## src/rtl/core/npbt_pkg.sv

```systemverilog
// shared constants, types and helpers of the nearest point table
`default_nettype none

package npbt_pkg;

  localparam int TABLE_DEPTH = 64;
  localparam int COORD_WIDTH = 20;

  localparam int OP_W     = 2;
  localparam int HANDLE_W = 8;
  localparam int POS_W    = 20;
  localparam int RANGE_W  = 19;
  localparam int STATUS_W = 2;
  localparam int DIST_W   = 40;

  localparam int EXT_W = (COORD_WIDTH > POS_W) ? COORD_WIDTH : POS_W;
  localparam int CMP_W = (COORD_WIDTH > RANGE_W) ? COORD_WIDTH : RANGE_W;
  localparam int MAG_W = (COORD_WIDTH < RANGE_W) ? COORD_WIDTH : RANGE_W;
  localparam int SQ_W  = 2 * MAG_W;
  localparam int SUM_W = SQ_W + 2;
  localparam int CNT_W = $clog2(TABLE_DEPTH + 3);

  localparam logic [OP_W-1:0] OP_INSERT = 2'd0;
  localparam logic [OP_W-1:0] OP_REMOVE = 2'd1;
  localparam logic [OP_W-1:0] OP_UPDATE = 2'd2;
  localparam logic [OP_W-1:0] OP_QUERY  = 2'd3;

  localparam logic [STATUS_W-1:0] STAT_DONE   = 2'd0;
  localparam logic [STATUS_W-1:0] STAT_FULL   = 2'd1;
  localparam logic [STATUS_W-1:0] STAT_ABSENT = 2'd2;

  localparam int CMD_W = 3;
  localparam logic [CMD_W-1:0] CMD_HOLD   = 3'd0;
  localparam logic [CMD_W-1:0] CMD_INSERT = 3'd1;
  localparam logic [CMD_W-1:0] CMD_MARK   = 3'd2;
  localparam logic [CMD_W-1:0] CMD_UPDATE = 3'd3;
  localparam logic [CMD_W-1:0] CMD_DROP   = 3'd4;
  localparam logic [CMD_W-1:0] CMD_SORT   = 3'd5;
  localparam logic [CMD_W-1:0] CMD_ROTATE = 3'd6;

  typedef struct packed {
    logic [HANDLE_W-1:0]    id;
    logic [COORD_WIDTH-1:0] x;
    logic [COORD_WIDTH-1:0] y;
    logic [COORD_WIDTH-1:0] z;
  } entry_t;

  typedef struct packed {
    logic [CMD_W-1:0]       cmd;
    logic                   phase;
    logic [HANDLE_W-1:0]    handle;
    logic [COORD_WIDTH-1:0] x;
    logic [COORD_WIDTH-1:0] y;
    logic [COORD_WIDTH-1:0] z;
  } cell_ctl_t;

  typedef struct packed {
    logic                found;
    logic [HANDLE_W-1:0] handle;
    logic [DIST_W-1:0]   dist_sq;
  } scan_res_t;

  function automatic logic [COORD_WIDTH-1:0] to_coord(input logic [POS_W-1:0] p);
    logic [EXT_W-1:0] t;
    t = EXT_W'(p);
    return t[COORD_WIDTH-1:0];
  endfunction

endpackage

`default_nettype wire

```

## src/rtl/core/npbt_scan.sv

```systemverilog
// pipelined box test, squared distance and running nearest pick
`default_nettype none

module npbt_scan (
  input  wire logic                                   clk,
  input  wire logic                                   rst,
  input  wire logic                                   start,
  input  wire logic                                   feed,
  input  wire npbt_pkg::entry_t                       entry,
  input  wire logic [npbt_pkg::COORD_WIDTH-1:0]       qx,
  input  wire logic [npbt_pkg::COORD_WIDTH-1:0]       qy,
  input  wire logic [npbt_pkg::COORD_WIDTH-1:0]       qz,
  input  wire logic [npbt_pkg::RANGE_W-1:0]           rx,
  input  wire logic [npbt_pkg::RANGE_W-1:0]           ry,
  input  wire logic [npbt_pkg::RANGE_W-1:0]           rz,
  output npbt_pkg::scan_res_t                         res
);

  localparam int CW = npbt_pkg::COORD_WIDTH;

  function automatic logic [CW-1:0] abs_diff(input logic [CW-1:0] a, input logic [CW-1:0] b);
    logic [CW:0] d;
    logic [CW:0] n;
    d = {a[CW-1], a} - {b[CW-1], b};
    n = ~d + 1'b1;
    return d[CW] ? n[CW-1:0] : d[CW-1:0];
  endfunction

  logic [CW-1:0] dx, dy, dz;
  logic          in_box;

  logic                            v1, v2, v3;
  logic [npbt_pkg::HANDLE_W-1:0]   id1, id2, id3;
  logic [npbt_pkg::MAG_W-1:0]      mx1, my1, mz1;
  logic [npbt_pkg::SQ_W-1:0]       sx2, sy2, sz2;
  logic [npbt_pkg::SUM_W-1:0]      sum3;
  logic [npbt_pkg::SUM_W-1:0]      best;
  logic                            best_found;
  logic [npbt_pkg::HANDLE_W-1:0]   best_handle;

  always_comb begin
    dx = abs_diff(qx, entry.x);
    dy = abs_diff(qy, entry.y);
    dz = abs_diff(qz, entry.z);
    in_box = (npbt_pkg::CMP_W'(dx) <= npbt_pkg::CMP_W'(rx))
          && (npbt_pkg::CMP_W'(dy) <= npbt_pkg::CMP_W'(ry))
          && (npbt_pkg::CMP_W'(dz) <= npbt_pkg::CMP_W'(rz));
  end

  always_ff @(posedge clk) begin
    if (rst) begin
      v1 <= 1'b0;
      v2 <= 1'b0;
      v3 <= 1'b0;
      best_found <= 1'b0;
    end else begin
      v1 <= feed && in_box;
      v2 <= v1;
      v3 <= v2;
      if (start) begin
        best_found <= 1'b0;
      end else if (v3 && (!best_found || sum3 < best)) begin
        best_found <= 1'b1;
      end
    end
  end

  always_ff @(posedge clk) begin
    id1  <= entry.id;
    mx1  <= dx[npbt_pkg::MAG_W-1:0];
    my1  <= dy[npbt_pkg::MAG_W-1:0];
    mz1  <= dz[npbt_pkg::MAG_W-1:0];
    id2  <= id1;
    sx2  <= npbt_pkg::SQ_W'(mx1) * npbt_pkg::SQ_W'(mx1);
    sy2  <= npbt_pkg::SQ_W'(my1) * npbt_pkg::SQ_W'(my1);
    sz2  <= npbt_pkg::SQ_W'(mz1) * npbt_pkg::SQ_W'(mz1);
    id3  <= id2;
    sum3 <= npbt_pkg::SUM_W'(sx2) + npbt_pkg::SUM_W'(sy2) + npbt_pkg::SUM_W'(sz2);
    if (start) begin
      best        <= '0;
      best_handle <= '0;
    end else if (v3 && (!best_found || sum3 < best)) begin
      best        <= sum3;
      best_handle <= id3;
    end
  end

  assign res = {best_found, best_handle, npbt_pkg::DIST_W'(best)};

endmodule

`default_nettype wire

```

## config.mk

```make
export PLATFORM = sky130hd
export DESIGN_NAME = npbt_scan
export DESIGN_NICKNAME = d
export VERILOG_FILES = /design/src/rtl/core/npbt_pkg.sv /design/src/rtl/core/npbt_scan.sv
export SDC_FILE = /design/constraint.sdc
export NUM_CORES = 2
export LEC_CHECK = 0
export ABC_AREA = 1
export BUFFER_PORTS_ARGS = -buffer_cell sky130_fd_sc_hd__buf_2
export CAP_MARGIN = 0
export CORE_ASPECT_RATIO = 0.6
export CORE_MARGIN = 4
export CORE_UTILIZATION = 45
export DETAILED_ROUTE_END_ITERATION = 8
export PLACE_DENSITY_LB_ADDON = 0.25
export SYNTH_ARGS = -nofsm -noshare
export SYNTH_HDL_FRONTEND = slang
export SYNTH_SLANG_ARGS = --single-unit
```

## constraint.sdc

```tcl
create_clock -name clk -period 7.6 [get_ports clk]
set_input_delay 0.38 -clock clk [delete_from_list [all_inputs] [get_ports clk]]
set_output_delay 0.38 -clock clk [all_outputs]
set_load 0.02 [all_outputs]
```

---- Word level (Yosys, flattened, before mapping) ----
Cells that the tools add are included.
word-level totals
  logic and storage cells ................. 44
  RAM bits ................................ 0
  register bits after elaboration ......... 287
  output and inout bits ................... 49
  input bits .............................. 189
  memories ................................ 0
  bits in read-only memories .............. 0
  bits in latches ......................... 0
cells by class
  bitwise operators ....................... 3
  shift operators ......................... 0
  eq/ne operators ......................... 0
  multipliers ............................. 3
  $lt $le $gt $ge ......................... 4
  divide/modulo/power cells ............... 0
  add/sub/neg operators ................... 8
  mux-type cells .......................... 3
  reduce and logical (&&, ||, !) cells .... 7
operator list
  cell                                                              number
  19-bit by 19-bit multiplier with 38-bit output                    3
  20-bit by 20-bit subtractor with 21-bit output                    3
  20-bit by 1-bit adder with 20-bit output (second input constant)  3
  20-bit by 19-bit less-or-equal comparator with 1-bit output       3
  20-bit 2-to-1 mux                                                 3
  20-bit inverter                                                   3
  39-bit by 38-bit adder with 40-bit output                         1
  40-bit less-than comparator                                       1
  38-bit by 38-bit adder with 39-bit output                         1
  1-bit logical AND                                                 4
  2-bit OR reduction                                                1
  1-bit zero test                                                   1
  1-bit logical OR                                                  1

---- Logic depth before layout (Yosys ltp) ----
  depth after elaboration ................. 8
  depth in mapped cells ................... 34
  mapped depth without buffers ............ 34

---- Least setup slack after synthesis ----
No wires, ideal clock.
  kind .................................... register to register
  from .................................... register mx1[9] (netlist bit)
  to ...................................... register sx2[33] (netlist bit)
  setup slack ............................. 1.778 ns
  arrival time ............................ 5.710 ns
  library setup time ...................... 0.112 ns
  path buffers ............................ 2
  cell stages (with the launch flop) ...... 27
  cells stage by stage .................... dfxtp_1 clkbuf_1 clkbuf_1 nand2_1 inv_1 fa_1 fa_1 inv_1 fa_1 inv_1 fa_1 inv_1 fa_1 fa_1 inv_1 ha_1 nand2_1 nor2_1 inv_1 o21ai_0 a21boi_1 o21ai_0 nand2_1 o21bai_2 nand2_1 nand3_1 nand2_1
between the ends
  cells in the longest elaborated chain, start to end .. 1
ends and longest elaborated chain
  item                                            RTL line         RTL
  from (decl)                                     npbt_scan.sv:34  logic [npbt_pkg::MAG_W-1:0] mx1, my1, mz1;
  from (signal assigned)                          npbt_scan.sv:70  mx1 <= dx[npbt_pkg::MAG_W-1:0];
  19-bit by 19-bit multiplier with 38-bit output  npbt_scan.sv:74  sx2 <= npbt_pkg::SQ_W'(mx1) * npbt_pkg::SQ_W'(mx1);
  to (signal assigned)                            npbt_scan.sv:74
  to (decl)                                       npbt_scan.sv:35  logic [npbt_pkg::SQ_W-1:0] sx2, sy2, sz2;
Every way passes these cells.
A chain may end at the register's enable or synchronous reset.

---- Worst setup path in the final report ----
  from .................................... register mz1[4] (netlist bit)
  to ...................................... register sz2[27] (netlist bit)
between the ends
  cells in the longest elaborated chain, start to end .. 1
ends and longest elaborated chain
  item                                            RTL line         RTL
  from (decl)                                     npbt_scan.sv:34
  from (signal assigned)                          npbt_scan.sv:72  mz1 <= dz[npbt_pkg::MAG_W-1:0];
  19-bit by 19-bit multiplier with 38-bit output  npbt_scan.sv:76  sz2 <= npbt_pkg::SQ_W'(mz1) * npbt_pkg::SQ_W'(mz1);
  to (signal assigned)                            npbt_scan.sv:76
  to (decl)                                       npbt_scan.sv:35
Every way passes these cells.

==> flow_summary.toml <==
[run_status]
outcome = "finished clean"

[global_route]
grt_pass1_vias = 37140
globalRouteOverflowTotal = 0
grt_usage_pct = 22.9
grt_pass1_wl_mm = 205
grt_max_degree = 51
antenna_found_initial = 0

[clock_tree]
clk_pin_slew_ns = 0.07
cts_buffer_depth = 3
tritoncts = "yes"
numCtsBuffers = 30
cts_setup_buffers = 0
clk_latency_ns = 0.63
h-tree-depth = 1
cts_resized = 0
cts.root.buffer_cell = "clkbuf_16"
cts_sinks = 284
hold_buffers = 8

[synth]
yosysUniqueCellTypes = 49
synth_ff_type = "dfxtp_1"
avgSynthCellArea_sq_um = 7.88
synth_area_leader_cell = "fa_1"
synth-edff-count = 0
synthTopCellsByArea = "fa_1, ha_1, inv_1"
synthArstFlopShare_pct = 0
syn_inst = 6078
yosysWarnings = 0
synth_seq_area_share_pct = 11.9
synth_area_sq_um = 47900
synth-seq-cells = 284
synth_top_area_share_pct = 32.9

[setup_path]
critPathCaptureType = "register"
crit_path_start_kind = "register"
crit_fanout = 19
worstSetupPathType = "reg -> reg"
crit_required_ns = 8.12
worstPathArrival_ns = 7.41

[routing]
wl_per_cell_microns = 16.4
viasPerCell = 4.88
totalWireLength_mm = 126
wl_met2_mm = 45.8
m1WireLength_mm = 66.5
dr.max_layer_used = "met4"
drtIter0Drc = 3067
routed-wl-met3_mm = 12.2
drt_pass1_iterations = 6
drc = 0
ant_nets = 0
vias = 37485

[timing]
fin_setup_tns_ns = 0
period_needed_ns = 6.89
clock.fmax_ghz = 0.145
skew_ns = 0.0132
slew-limit-headroom_pct = 24.9
setup_viol = 0
worst_pin_slew_ns = 1.12
report.final.slew_viol_count = 0
grt_setup_unrepaired = "no"
period_share_pct = 90.6
hold_viol_final = 0

[job]
drv_cap = 0

[layout]
syn_to_final_growth_pct = 7.80
nets = 7778
drive_gt1_share_pct = 5.68
final_common_cell = "inv_1"
final_cell_mix = "inv_1, nand2_1, fa_1"

[die]
core_area_sq_um = 105000
fp.dieW_microns = 429
dieArea_sq_um = 112000
io_pins = 238
die-height_microns = 261
fp-row-count = 92
initial_core_util_pct = 45.5

[place]
place.gp.congestion = 0.935
dp_hpwl_mm = 109
io_buffers = 237

[hold_path]
hold_class = "in -> reg"
metal layers:
metal,GRT usage (%),vias up
met4,2.30,0
met5,0,-
met1,38.1,17810
met2,29.8,1299
met3,5.46,84
li1,-,18292
final timing paths:
kind	start	end	slack [ns]	depth (start not counted)
max	mz1[4]	sz2[27]	0.71	19
min	rst	v2	0.15	2
max reg2reg	mz1[4]	sz2[27]	0.71	19
min reg2reg	id1[6]	id2[6]	0.32	0
state kept, by name (all words and copies together), names as in the netlist:
| name | flops |
|---|---|
| mx1 | 19 |
| best_found | 1 |
| v2 | 1 |
| my1 | 19 |
| sy2 | 37 |
| sum3 | 40 |
| id2 | 8 |
| id1 | 8 |
| sz2 | 37 |
| mz1 | 19 |
| best | 40 |
| sx2 | 37 |
| v3 | 1 |
| v1 | 1 |
| id3 | 8 |
| best_handle | 8 |
Yosys cell counts, types with 7 or more instances:
master and n:
nand3_1 181, buf_1 40, nor2_1 245, o21a_1 14, o21bai_1 16, fa_1 786
nor3_1 32, a21oi_1 320, nand2_2 12, ha_1 563, nand4_1 43, xnor2_1 70
inv_1 1767, a31oi_1 19, buf_2 7, dfxtp_1 284, nand2_1 1189, a21boi_1 9
o211ai_1 7, nand3b_1 7, clkbuf_1 94, a211oi_1 7, xor2_1 156, o21ai_1 14
a21o_1 19, o21ai_0 112, or2_2 7
cell type report:
type | count | area (sq um)
antenna | 1 | 2.50
clock buffer | 39 | 825
clock inverter | 16 | 225
fill | 10351 | 53700
inverter | 1769 | 6640
multi-input combinational | 3885 | 35000
sequential | 284 | 5690
tap | 1410 | 1760
timing repair buffer | 270 | 1450
worst max-delay path, cell delays in order (launching register included):
cell      delay, ns
dfxtp_1        1.00
nand2_1        0.35
fa_1           0.56
fa_1           0.67
fa_1           0.49
fa_1           0.55
inv_1          0.05
fa_1           0.47
inv_1          0.05
fa_1           0.48
inv_1          0.04
ha_1           0.33
a21oi_1        0.22
inv_1          0.07
a21oi_1        0.20
a21boi_1       0.31
o21ai_0        0.21
a21oi_1        0.31
o21ai_0        0.16
xor2_1         0.27
kinds of logic (layout without fill, tap and decap cells):
logic type               count (synthesis)  after routing  synth area share, %
AO/OA/AOI/OAI                          563            563                 6.50
XOR/XNOR                               230            230                 4.27
adder cells (fa/ha/maj)               1349           1349                 47.6
buffers and inverters                 1911           2094                 15.0
flip-flops                             284            284                 11.9
other                                    1              4              0.00783
AND/OR/NAND/NOR                       1740           1740                 14.8
metrics by stage:
step | setup slack [ns] | std cells | utilization [%] | hold WS, ns | instance area (sq um)
2_1_floorplan | 1.78 | 6080 | - | 0.310 | 47900
3_3_place_gp | 0.855 | 7610 | 47.9 | 0.310 | 50500
3_5_place_dp | 0.858 | 7610 | 47.9 | 0.313 | 50500
4_1_cts | 0.862 | 7673 | 49.0 | 0.106 | 51600
5_1_grt | 0.454 | 7673 | 49.0 | 0.102 | 51600
6_report | 0.711 | 7674 | 49.0 | 0.150 | 51600
Power is left out: the tool's default activity adds up to more than one toggle a clock period on the data nets, which glitch-free logic cannot reach.
