`config.mk`:
```
export PLATFORM = sky130hd
export DESIGN_NAME = npbt_cell
export DESIGN_NICKNAME = d
export VERILOG_FILES = /design/src/rtl/core/npbt_pkg.sv /design/src/rtl/core/npbt_cell.sv
export SDC_FILE = /design/constraint.sdc
export NUM_CORES = 1
export LEC_CHECK = 0
export ABC_AREA = 1
export BUFFER_PORTS_ARGS = -buffer_cell sky130_fd_sc_hd__buf_2
export CORE_AREA = 2 2 110 112
export CTS_CLUSTER_SIZE = 16
export DETAILED_ROUTE_END_ITERATION = 6
export DIE_AREA = 0 0 112 114
export MAX_ROUTING_LAYER = met4
export PLACE_DENSITY = 0.76
export SETUP_SLACK_MARGIN = 0.02
export SYNTH_ARGS = -nofsm -noshare
export SYNTH_HDL_FRONTEND = slang
export SYNTH_SLANG_ARGS = --single-unit
```
`constraint.sdc`:
```
create_clock -name clk -period 4.9 [get_ports clk]
set_input_delay 0.245 -clock clk [delete_from_list [all_inputs] [get_ports clk]]
set_output_delay 0.245 -clock clk [all_outputs]
set_load 0.05 [all_outputs]
```
`src/rtl/core/npbt_pkg.sv`:
```
// shared constants, types and helpers of the nearest point table
`default_nettype none

package npbt_pkg;

  localparam int TABLE_DEPTH = 64;
  localparam int COORD_WIDTH = 20;

  localparam int OP_W     = 2;
  localparam int HANDLE_W = 8;
  localparam int POS_W    = 20;
  localparam int RANGE_W  = 19;
  localparam int STATUS_W = 2;
  localparam int DIST_W   = 40;

  localparam int EXT_W = (COORD_WIDTH > POS_W) ? COORD_WIDTH : POS_W;
  localparam int CMP_W = (COORD_WIDTH > RANGE_W) ? COORD_WIDTH : RANGE_W;
  localparam int MAG_W = (COORD_WIDTH < RANGE_W) ? COORD_WIDTH : RANGE_W;
  localparam int SQ_W  = 2 * MAG_W;
  localparam int SUM_W = SQ_W + 2;
  localparam int CNT_W = $clog2(TABLE_DEPTH + 3);

  localparam logic [OP_W-1:0] OP_INSERT = 2'd0;
  localparam logic [OP_W-1:0] OP_REMOVE = 2'd1;
  localparam logic [OP_W-1:0] OP_UPDATE = 2'd2;
  localparam logic [OP_W-1:0] OP_QUERY  = 2'd3;

  localparam logic [STATUS_W-1:0] STAT_DONE   = 2'd0;
  localparam logic [STATUS_W-1:0] STAT_FULL   = 2'd1;
  localparam logic [STATUS_W-1:0] STAT_ABSENT = 2'd2;

  localparam int CMD_W = 3;
  localparam logic [CMD_W-1:0] CMD_HOLD   = 3'd0;
  localparam logic [CMD_W-1:0] CMD_INSERT = 3'd1;
  localparam logic [CMD_W-1:0] CMD_MARK   = 3'd2;
  localparam logic [CMD_W-1:0] CMD_UPDATE = 3'd3;
  localparam logic [CMD_W-1:0] CMD_DROP   = 3'd4;
  localparam logic [CMD_W-1:0] CMD_SORT   = 3'd5;
  localparam logic [CMD_W-1:0] CMD_ROTATE = 3'd6;

  typedef struct packed {
    logic [HANDLE_W-1:0]    id;
    logic [COORD_WIDTH-1:0] x;
    logic [COORD_WIDTH-1:0] y;
    logic [COORD_WIDTH-1:0] z;
  } entry_t;

  typedef struct packed {
    logic [CMD_W-1:0]       cmd;
    logic                   phase;
    logic [HANDLE_W-1:0]    handle;
    logic [COORD_WIDTH-1:0] x;
    logic [COORD_WIDTH-1:0] y;
    logic [COORD_WIDTH-1:0] z;
  } cell_ctl_t;

  typedef struct packed {
    logic                found;
    logic [HANDLE_W-1:0] handle;
    logic [DIST_W-1:0]   dist_sq;
  } scan_res_t;

  function automatic logic [COORD_WIDTH-1:0] to_coord(input logic [POS_W-1:0] p);
    logic [EXT_W-1:0] t;
    t = EXT_W'(p);
    return t[COORD_WIDTH-1:0];
  endfunction

endpackage

`default_nettype wire

```
`src/rtl/core/npbt_cell.sv`:
```
// one table cell: entry storage, occupancy, handle match and neighbor moves
`default_nettype none

module npbt_cell (
  input  wire logic               clk,
  input  wire logic               rst,
  input  wire npbt_pkg::cell_ctl_t ctl,
  input  wire logic               odd,
  input  wire npbt_pkg::entry_t   up_data,
  input  wire logic               up_valid,
  input  wire logic               up_keep,
  input  wire npbt_pkg::entry_t   down_data,
  input  wire logic               down_keep,
  output npbt_pkg::entry_t        data,
  output logic                    valid,
  output logic                    match
);

  logic lower;

  assign lower = (odd == ctl.phase);

  always_ff @(posedge clk) begin
    if (rst) begin
      valid <= 1'b0;
      match <= 1'b0;
    end else begin
      case (ctl.cmd)
        npbt_pkg::CMD_INSERT: begin
          if (!valid && down_keep) begin
            valid <= 1'b1;
          end
        end
        npbt_pkg::CMD_MARK: begin
          match <= valid && (data.id == ctl.handle);
        end
        npbt_pkg::CMD_DROP: begin
          if (match) begin
            valid <= 1'b0;
          end
        end
        npbt_pkg::CMD_SORT: begin
          if (lower && !valid && up_keep) begin
            valid <= 1'b1;
          end else if (!lower && valid && !down_keep) begin
            valid <= 1'b0;
          end
        end
        npbt_pkg::CMD_ROTATE: begin
          valid <= up_valid;
        end
        default: begin
        end
      endcase
    end
  end

  always_ff @(posedge clk) begin
    case (ctl.cmd)
      npbt_pkg::CMD_INSERT: begin
        if (!valid && down_keep) begin
          data.id <= ctl.handle;
          data.x  <= ctl.x;
          data.y  <= ctl.y;
          data.z  <= ctl.z;
        end
      end
      npbt_pkg::CMD_UPDATE: begin
        if (match) begin
          data.x <= ctl.x;
          data.y <= ctl.y;
          data.z <= ctl.z;
        end
      end
      npbt_pkg::CMD_SORT: begin
        if (lower && !valid && up_keep) begin
          data <= up_data;
        end else if (!lower && valid && !down_keep) begin
          data <= down_data;
        end
      end
      npbt_pkg::CMD_ROTATE: begin
        data <= up_data;
      end
      default: begin
      end
    endcase
  end

endmodule

`default_nettype wire

```
# Word-level counts from Yosys, hierarchy flattened
# Index checks and enable logic that the tools add are counted.
word_totals:
  ff_bits: 70
  input_bits: 214
  out_inout_bits: 70
  wordCells: 44
op_classes:
  n_eq_ne: 12
  mux: 11
  reduce_logical: 15
ops:
  columns: ["operator", "count"]
  rows:
  - ["60-bit one-hot mux with 4 select lines", 1]
  - ["68-bit two-way mux", 3]
  - ["60-bit two-way mux", 1]
  - ["8-bit one-hot mux with 3 select lines", 1]
  - ["3-bit equality test, second input constant", 3]
  - ["8-bit equality test", 1]
  - ["4-bit AND reduction", 2]
  - ["4-bit nonzero test", 2]
  - ["3-bit by 2-bit equality test with 1-bit output, second input constant", 2]
  - ["1-bit logical AND", 6]
  - ["2-bit inequality test, second input constant", 3]
  - ["1-bit two-way mux", 4]
  - ["1-bit one-hot mux with 4 select lines", 1]
  - ["3-bit by 1-bit equality test with 1-bit output, second input constant", 1]
  - ["1-bit zero test", 3]
  - ["3-bit inequality test, second input constant", 1]
  - ["3-bit AND reduction", 1]
  - ["3-bit nonzero test", 1]
  - ["1-bit equality test", 1]

# Logic depth before layout (Yosys ltp)
# Gate-level depths: netlist of the first run.
depth:
  word_depth: 7
  mapped_depth: 9
  ltp_nobuf: 9

# Worst setup path after synthesis of the first run
# Ideal clock, no wire load.
synth_timing:
  path_kind: "flip-flop to flip-flop"
  startpoint: "register valid"
  endpoint: "register data[0] in the netlist's numbering (enable)"
  setup_time_ns: 0.498
  t_arrival_ns: 4.067
  slack_ns: 0.335
  stages_incl_launch_ff: 9
  n_path_buf: 0
  synth_period_minus_slack_ns: 4.565
  cell_sequence: "dfxtp_1 -> inv_1 -> nor2_1 -> nand2_1 -> nand3_1 -> nand2_1 -> inv_1 -> nand2_1 -> a21oi_1"
synth_via:
  elab_chain_cells: 5
  elab_cells_between_ends: 9
synth_lines:
  columns: ["element", "line", "source"]
  rows:
  - ["start: declaration", "npbt_cell.sv:15", "output logic valid,"]
  - ["start signal: assignment", "npbt_cell.sv:50", "valid <= up_valid;"]
  - ["1-bit zero test", "npbt_cell.sv:61, npbt_cell.sv:76", null]
  - ["1-bit logical AND (2 in a row)", "npbt_cell.sv:76", "if (lower && !valid && up_keep) begin"]
  - ["3-bit inequality test (no source line)", null, null]
  - ["4-bit AND reduction (no source line) (*)", null, null]
  - ["end signal: assignment", "npbt_cell.sv:77", "data <= up_data;"]
  - ["end signal: assignment", "npbt_cell.sv:79", "data <= down_data;"]
  - ["end signal: assignment", "npbt_cell.sv:83", "data <= up_data;"]
  - ["end: declaration", "npbt_cell.sv:14", "output npbt_pkg::entry_t data,"]
# Every way passes the cells marked *; elsewhere a longest branch is shown, timed or not.
# A chain may end at the register's enable or synchronous reset.

# Final worst setup path of the first run
layout_timing:
  startpoint: "register valid"
  endpoint: "register data[24] in the netlist's numbering (enable)"
# The elaborated chain is that of the path after synthesis.

==> results of run 1 <==
==> placed cells by master (no fill, tap or decap), types with 3 or more instances in the layout <==
cell and count:
inv_2 3, edfxtp_1 68, nand3_1 134, inv_1 22
o211ai_1 7, clkbuf_16 9, nand2_1 26, nor2_1 13
buf_4 8, buf_2 283, nand4_1 3, o21ai_1 51
o21ai_0 81, clkinv_1 3
==> worst max-delay path by stage <==
stage / endpoint / slack [ps]
after floorplan: data[0] / 340
after global placement: data[24] / 2240
after detailed placement: data[17] / 2200
after CTS: data[24] / 2220
after global routing: data[53] / 2040
final: data[24] / 2270
==> through the flow <==
stage               hold WS [ps]  instances
floorplan                    397        463
global placement             509        859
detailed placement           510        859
CTS                          168        873
global route                 187        873
finish                       174        873
==> cell families (layout without fill, tap and decap cells) <==
logic type	after synthesis	count (layout)	synth area share, %
and+or+nand+nor	183	183	22.2
xor gates and xnor gates	2	2	0.439
AOI/OAI and AO/OA	141	141	18.1
DFF	70	70	52.1
buffers and inverters	67	330	7.11
==> area by class of cell <==
class                   instances  area [um^2]
clock buffers                  10          229
fillers                      1160         5970
flip-flops and latches         70         2080
well taps                     147          184
multi-input cells             326         1660
clock inverters                 4         16.3
inverters                      25         93.8
repair buffers                291         1480
==> power groups by stage <==
| stage | combinational [mW] | clock (mW) | sequential (mW) |
|---|---|---|---|
| floorplan | 0.139 | 0 | 0.964 |
| global placement | 0.516 | 0 | 0.763 |
| detailed placement | 0.520 | 0 | 0.764 |
| CTS | 0.521 | 0.571 | 0.753 |
| global route | 0.558 | 0.592 | 0.758 |
| finish | 0.519 | 0.557 | 0.752 |
==> metal layers <==
metal,track usage (%),vias to the layer above,wire (um)
li1,-,2212,-
met1,28.3,2081,5650
met2,37.9,287,6930
met3,3.45,15,1280
met4,7.24,0,235
met5,-,-,0
==> state kept, by name, indices dropped and copies added, names as in the netlist <==
register / count
valid: 1
match: 1
data: 68
==> tightest hold or removal path, cell delays in order <==
cell and delay [ps]:
buf_2 80, inv_1 40, nand2_1 60, nor2_1 30
==> key figures, run 1 <==
Run status
  – Status: completed

Clock network
  – CTS root buffer: clkbuf_16
  – Clk_lat worst skew: 320 ps
  – Hold-fix buffers, CTS: 0
  – Clock buffer count from CTS: 9
  – Clk buf depth: 2
  – CTS H-tree lvls: 3
  – Gates resized, CTS repair: 0
  – Clk pin slew, worst setup/hold paths: 50 ps
  – TritonCTS clock tree: yes
  – Setup Buffers After CTS: 0
  – CTS Sinks: 70

Critical path
  – FF-to-FF path depth: 9
  – Worst r2r src: valid
  – Origin of the worst setup path: valid
  – CP max stage cell: buf_4
  – Slowest Stage Delay on Critical Path: 450 ps
  – CP required: 4880 ps
  – WS Path Type: flip-flop to flip-flop
  – Delay-heaviest family, CP: buffers and inverters
  – R2R setup slack: 2270 ps
  – Max Fanout on Critical Path: 71
  – Critical path depth in cells: 9
  – CP Capture Type: flip-flop
  – Worst Setup Start Kind: flip-flop
  – Worst r2r dst: data[24]
  – Crit path DAT: 2610 ps
  – Crit path cell chain: nor2_1, nand3_2, buf_4, nand3_1, nand2_1, inv_1, nand2_1, a21oi_4, buf_4
  – Crit path buffers/inverters: 3

Yosys
  – Main synth FF type: edfxtp_1
  – Synthesized cell area: 4000 um^2
  – Avg Inst Size Synth: 8.63 um^2
  – Post-synth ARST share: 0%
  – FF+latch count, synth: 70
  – Yosys top cell area share: 51.1%
  – Post-synth net total: 677
  – Most frequent cell after synthesis: nand3_1
  – Cell taking the most area after synthesis: edfxtp_1
  – Top post-synthesis cells by area: edfxtp_1 51%, nand3_1 17%, o21ai_0 10%
  – Number of flops mapped to enable cells by yosys: 68
  – Synth Instances: 463
  – Most common library cells after synthesis: 135 x nand3_1, 81 x o21ai_0, 68 x edfxtp_1, 51 x o21ai_1, 26 x nand2_1
  – Synth Warn #: 0
  – Post-synthesis sequential area ratio: 52.1%
  – Count of cell types in the netlist: 25

Placed design
  – Routability Congestion: 0.821
  – Post-DP Area: 5490 um^2
  – Setup WS pre-CTS: 2200 ps
  – Final HPWL DP: 10.0 mm
  – PortBufs: 283

Detailed routing
  – Per-cell routed wire length: 16.1 um
  – # DRC: 0
  – Via count: 4595
  – Iteration-0 DRC Markers: 400
  – Routed WL: 14.1 mm
  – Average vias per placed instance: 5.26
  – Post-route ant nets: 0
  – TritonRoute pass-1 iters: 5

Min path
  – Worst Hold End: valid
  – Hold Path Origin: rst
  – Worst min-delay path class: primary input to flip-flop
  – WHS Path Cells: 4

Pwr
  – Psw: 0.615 mW
  – Overall Power: 1.83 mW
  – Worst VDD drop: 152 uV
  – Leakage: 2.61 nW
  – Pwr per Cell Area: 319 nW/um^2
  – Sequential fraction of design power: 41.2%
  – Sw frac: 33.6%
  – Int Pwr: 1.21 mW
  – Comb pwr share: 28.4%
  – Clk network pwr share: 30.5%

STA
  – Min cycle time layout: 2630 ps
  – Relative max-transition margin: 34.1%
  – RSZ-0062 raised after global routing: false
  – Period utilization: 53.7%
  – Fmax: 0.380 GHz
  – Hold Vio Cnt, Final: 0
  – Final slew viol count: 0
  – Min setup slack post-route: 2270 ps
  – Setup Viol. Count Final: 0
  – Max Clock Skew: 3.99 ps
  – Slew @ Worst Pin: 985 ps
  – Final TNS setup: 0 ps

Global route
  – Initial antenna violation count: 0
  – First-pass GRT wire length: 22.3 mm
  – Vias in the first global route: 4437
  – GRT Util Overall: 22.6%
  – Grt total ovfl: 0
  – Largest net degree at the start of global routing: 72

Layout
  – Area delta synth->final: 43.6%
  – Final Instance Area: 5740 um^2
  – # nets final: 937
  – Layout cell share with drive strength beyond 1: 42.8%
  – Core Util, Final: 49.0%
  – # diodes: 0

Floorplanning
  – Core Footprint: 11700 um^2
  – Die Y: 114 um
  – I/O pin cnt: 284
  – Die Width: 112 um
  – Die Footprint: 12800 um^2
  – Initial Utilization: 34.1%
  – Row count: 40

Flow run
  – Max Cap Violations: 0
No activity file was read; power rests on OpenSTA's default activity.
==> run 2: changes to the inputs <==
clock period = 2.68 ns   (was 4.9 ns; I/O delays follow)
==> run 2 against run 1 <==
Net effect:
- non-clock buffer count is 4 higher
- clock power is 150% higher
- sequential power is 84% higher
- highest routed layer unchanged
- hold slack worse by 110 ps
- cell count is 0.80% higher
- setup slack worse by 1500 ps
- critical path type is now primary input to flip-flop
- wire length is 3.4% higher
- core utilization is 1.2 points higher
- critical path depth is 1 higher
- register-to-register slack worse by 1400 ps
- first-iteration DRC count is 2.0% higher
- sequential cell count stayed put
==> key figures, run 2 (same netlist as run 1, synthesis figures left out) <==
Floorplanning
  – Core Footprint: 11700 um^2
  – Row count: 40
  – Die Width: 112 um
  – Initial Utilization: 34.1%
  – Die Footprint: 12800 um^2
  – Die Y: 114 um
  – I/O pin cnt: 284

Clock network
  – Clk pin slew, worst setup/hold paths: 60 ps
  – TritonCTS clock tree: yes
  – CTS Sinks: 70
  – Clk buf depth: 2
  – Hold-fix buffers, CTS: 0
  – CTS root buffer: clkbuf_16
  – Gates resized, CTS repair: 0
  – Clock buffer count from CTS: 9
  – Clk_lat worst skew: 330 ps
  – CTS H-tree lvls: 3
  – Setup Buffers After CTS: 0

Detailed routing
  – Iteration-0 DRC Markers: 408
  – Met3 WL: 1.17 mm
  – TritonRoute pass-1 iters: 4
  – Post-route ant nets: 0
  – Via count: 4602
  – M1 WL: 5.86 mm
  – Per-cell routed wire length: 16.6 um
  – Routed WL: 14.6 mm
  – Met2 WL post-DR: 7.29 mm
  – # DRC: 0
  – Average vias per placed instance: 5.23
  – Top sig layer: met4

STA
  – Setup Viol. Count Final: 0
  – Max Clock Skew: 5.68 ps
  – Final slew viol count: 0
  – Slew @ Worst Pin: 998 ps
  – Period utilization: 69.7%
  – Fmax: 0.535 GHz
  – Hold slack: 62.7 ps
  – Min cycle time layout: 1870 ps
  – Final TNS setup: 0 ps
  – RSZ-0062 raised after global routing: false
  – Relative max-transition margin: 33.3%
  – Hold Vio Cnt, Final: 0

Layout
  – Flip-flop count of the largest register, all copies and words added: 68
  – Regs by FF count: data x68, match x1, valid x1
  – Commonest cells after routing, fill and taps aside: 283 x buf_2, 134 x nand3_1, 81 x o21ai_0
  – Commonest non-fill, non-tap cell in the layout: buf_2
  – Layout cell share with drive strength beyond 1: 43.7%
  – Final Instance Area: 5880 um^2
  – Area delta synth->final: 47.1%
  – Top reg by flops: data
  – # nets final: 941
  – Post-route insts no fill: 880

Run status
  – Status: completed

Critical path
  – Worst Setup Start Kind: primary input
  – CP required: 2690 ps
  – Worst r2r src: valid
  – CP Capture Type: flip-flop
  – Max Fanout on Critical Path: 48
  – WS Path Type: primary input to flip-flop
  – Origin of the worst setup path: ctl[71]
  – Crit path DAT: 1880 ps

Global route
  – GRT Util Overall: 22.8%
  – First-pass GRT wire length: 22.3 mm
  – Initial antenna violation count: 1
  – Vias in the first global route: 4379
  – Largest net degree at the start of global routing: 49
  – Grt total ovfl: 0

Pwr
  – Worst VDD drop: 386 uV
  – Pwr per Cell Area: 629 nW/um^2
  – Leakage: 2.67 nW

Min path
  – Worst min-delay path class: primary input to flip-flop
  – Hold Path Origin: rst

Placed design
  – PortBufs: 283
  – Final HPWL DP: 10.5 mm
  – Post-DP Area: 5540 um^2
  – Placed Instances: 863
  – Routability Congestion: 0.841

Flow run
  – Max Cap Violations: 0
[run 2: through the flow]
stage | power [mW] | util, % | worst slack (ps)
floorplan | 2.01 | - | 86.7
global placement | 2.35 | 47.3 | 451
detailed placement | 2.36 | 47.3 | 450
CTS | 3.72 | 50.2 | 787
global route | 3.85 | 50.2 | 641
finish | 3.70 | 50.2 | 811
[run 2: critical path, cell delays in order]
cell     delay, ps
buf_2          130
inv_2          260
buf_4          510
nor2_4          90
nand3_1        120
nand2_1         50
inv_1           70
nand2_1         80
a21oi_4        150
buf_12         250
[run 2: metal layers]
layer / vias to the layer above / global-route usage (%)
met4: 0 / 6.50
met2: 241 / 38.8
li1: 2225 / -
met5: - / -
met1: 2122 / 27.7
met3: 14 / 4.73
[run 2: worst paths after layout]
path	slack, ps	end	cells after the start
max	810	data[49]	10
min	60	valid	4
max reg2reg	860	data[12]	7
min reg2reg	560	match	2
[run 2: layout make-up]
type / instances / area [um^2]
Fill cell: 1142 / 5830
Tap cell: 147 / 184
Multi-Input combinational cell: 326 / 1660
Inverter: 25 / 93.8
Clock inverter: 6 / 110
Clock buffer: 10 / 229
Timing Repair Buffer: 295 / 1520
Antenna cell: 1 / 2.50
Sequential cell: 70 / 2080
[run 2: power by group]
group,switching [mW],internal (mW),leakage (nW)
Combinational,0.675,0.279,1.84
Sequential,0.0338,1.34,0.674
Clock,0.460,0.908,0.159
Total,1.17,2.53,2.67
==> run 3: changes to the inputs <==
clock period = 1.88 ns   (was 2.68 ns; I/O delays follow)
==> run 3 against run 2 <==
Net effect:
- die area unchanged
- cell count increased by 0.23%
- global-route usage increased by 1.2 points
- setup slack got worse by 570 ps
- via count increased by 3.1%
- combinational power increased by 46%
- sequential cell count unchanged
- total power increased by 39%
==> key figures, run 3 (same netlist as run 1, synthesis figures left out) <==
Floorplanning
  – Core Footprint: 11700 um^2
  – Die Width: 112 um
  – Row count: 40
  – Initial Utilization: 34.1%
  – Die Footprint: 12800 um^2
  – I/O pin cnt: 284
  – Die Y: 114 um

Detailed routing
  – Iteration-0 DRC Markers: 461
  – # DRC: 0
  – TritonRoute pass-1 iters: 5
  – Routed WL: 15.0 mm
  – Per-cell routed wire length: 17.0 um
  – Via count: 4745
  – Average vias per placed instance: 5.38
  – Post-route ant nets: 0

Placed design
  – Setup WS pre-CTS: 199 ps
  – Post-DP Area: 5610 um^2
  – Placed Instances: 865
  – Routability Congestion: 0.870
  – Final HPWL DP: 10.9 mm
  – PortBufs: 283

Clock network
  – Setup Buffers After CTS: 0
  – CTS Sinks: 70
  – CTS root buffer: clkbuf_16
  – Clk buf depth: 2
  – CTS H-tree lvls: 3
  – TritonCTS clock tree: yes
  – Clk_lat worst skew: 330 ps
  – Clk pin slew, worst setup/hold paths: 60 ps
  – Clock buffer count from CTS: 9

STA
  – Setup Viol. Count Final: 0
  – Final slew viol count: 0
  – Relative max-transition margin: 56.8%
  – Min cycle time layout: 1640 ps
  – Slew @ Worst Pin: 649 ps
  – Min setup slack post-route: 240 ps
  – Fmax: 0.610 GHz
  – Hold Vio Cnt, Final: 0
  – Hold slack: 51.9 ps
  – RSZ-0062 raised after global routing: false
  – Final TNS setup: 0 ps
  – Period utilization: 87.2%
  – Max Clock Skew: 4.14 ps

Pwr
  – Int Pwr: 3.48 mW
  – Sw frac: 32.5%
  – Sequential fraction of design power: 38.1%
  – Pwr per Cell Area: 870 nW/um^2
  – Worst VDD drop: 477 uV
  – Overall Power: 5.16 mW
  – Comb pwr share: 27.1%
  – Psw: 1.68 mW
  – Leakage: 2.69 nW
  – Clk network pwr share: 34.9%

Layout
  – Core Util, Final: 50.6%
  – Commonest non-fill, non-tap cell in the layout: buf_2
  – Fillers: 1149
  – Top reg by flops: data
  – # nets final: 944
  – Post-route insts no fill: 882
  – Regs by FF count: data x68, match x1, valid x1
  – Area delta synth->final: 48.4%
  – Final Instance Area: 5930 um^2
  – Flip-flop count of the largest register, all copies and words added: 68
  – Layout cell share with drive strength beyond 1: 44.1%
  – Commonest cells after routing, fill and taps aside: 283 x buf_2, 133 x nand3_1, 81 x o21ai_0
  – # diodes: 0

Flow run
  – Max Cap Violations: 0

Critical path
  – CP Capture Type: flip-flop
  – WS Path Type: flip-flop to flip-flop
  – Crit path DAT: 1810 ps
  – R2R setup slack: 240 ps
  – Worst Setup Start Kind: flip-flop
  – Max Fanout on Critical Path: 36
  – CP required: 2050 ps

Global route
  – First-pass GRT wire length: 23.5 mm
  – Largest net degree at the start of global routing: 69
  – GRT Util Overall: 24.0%
  – Initial antenna violation count: 0
  – Vias in the first global route: 4674
  – Grt total ovfl: 0

Min path
  – Worst min-delay path class: primary input to flip-flop

Run status
  – Status: completed
## run 3: changes by cell type in the layout (fill, tap and decap cells not counted), moves of 2 or more
cell / delta
buf_12: +4
clkinv_1: +3
clkinvlp_4: -2
buf_4: -2
## run 3: final cells by class
type / count / area (um^2) / share of cell area, %
inverters: 25 / 93.8 / 1.58
repair buffers: 298 / 1590 / 26.9
clock buffers: 10 / 229 / 3.86
well taps: 147 / 184 / 3.10
clock inverters: 6 / 76.3 / 1.29
flip-flops and latches: 70 / 2090 / 35.2
multi-input cells: 326 / 1670 / 28.1
## run 3: worst max-delay path: stages, from the launching register on
cell      delay (ps)
dfxtp_4          360
nor2_2            90
nand3_2          130
nor2_4           410
buf_12           250
o21ai_0          110
o211ai_1         110
## run 3: worst paths after layout
path	start	to	depth (start not counted)
setup / recovery	valid	data[65]	6
hold / removal	up_data[6]	data[6]	3
setup reg to reg	valid	data[65]	6
hold reg to reg	valid	match	2
## run 3: power by group through the flow
stage	registers, mW	logic [mW]	clock network, mW
2_1_floorplan	2.50	0.370	0
3_5_place_dp	1.99	1.40	0
6_report	1.96	1.39	1.80
5_1_grt	1.98	1.49	1.90
4_1_cts	1.96	1.40	1.83
3_3_place_gp	1.99	1.38	0
## run 3: routing by layer
layer | part of all wire (%) | global-route usage, % | wire length [um] | vias up
met5 | 0 | - | 0 | -
met4 | 1.6 | 7.15 | 245 | 0
met3 | 8.9 | 3.99 | 1330 | 22
met2 | 49 | 40.7 | 7340 | 307
met1 | 40 | 29.8 | 6050 | 2181
li1 | - | - | - | 2235
## run 3: what timing repair did
item | 4_1_cts | 5_1_grt
resized for setup | 0 | 0
endpoints found under the hold margin | 1 | 0
hold buffers | 1 | 0
setup endpoints to repair | 0 | 0
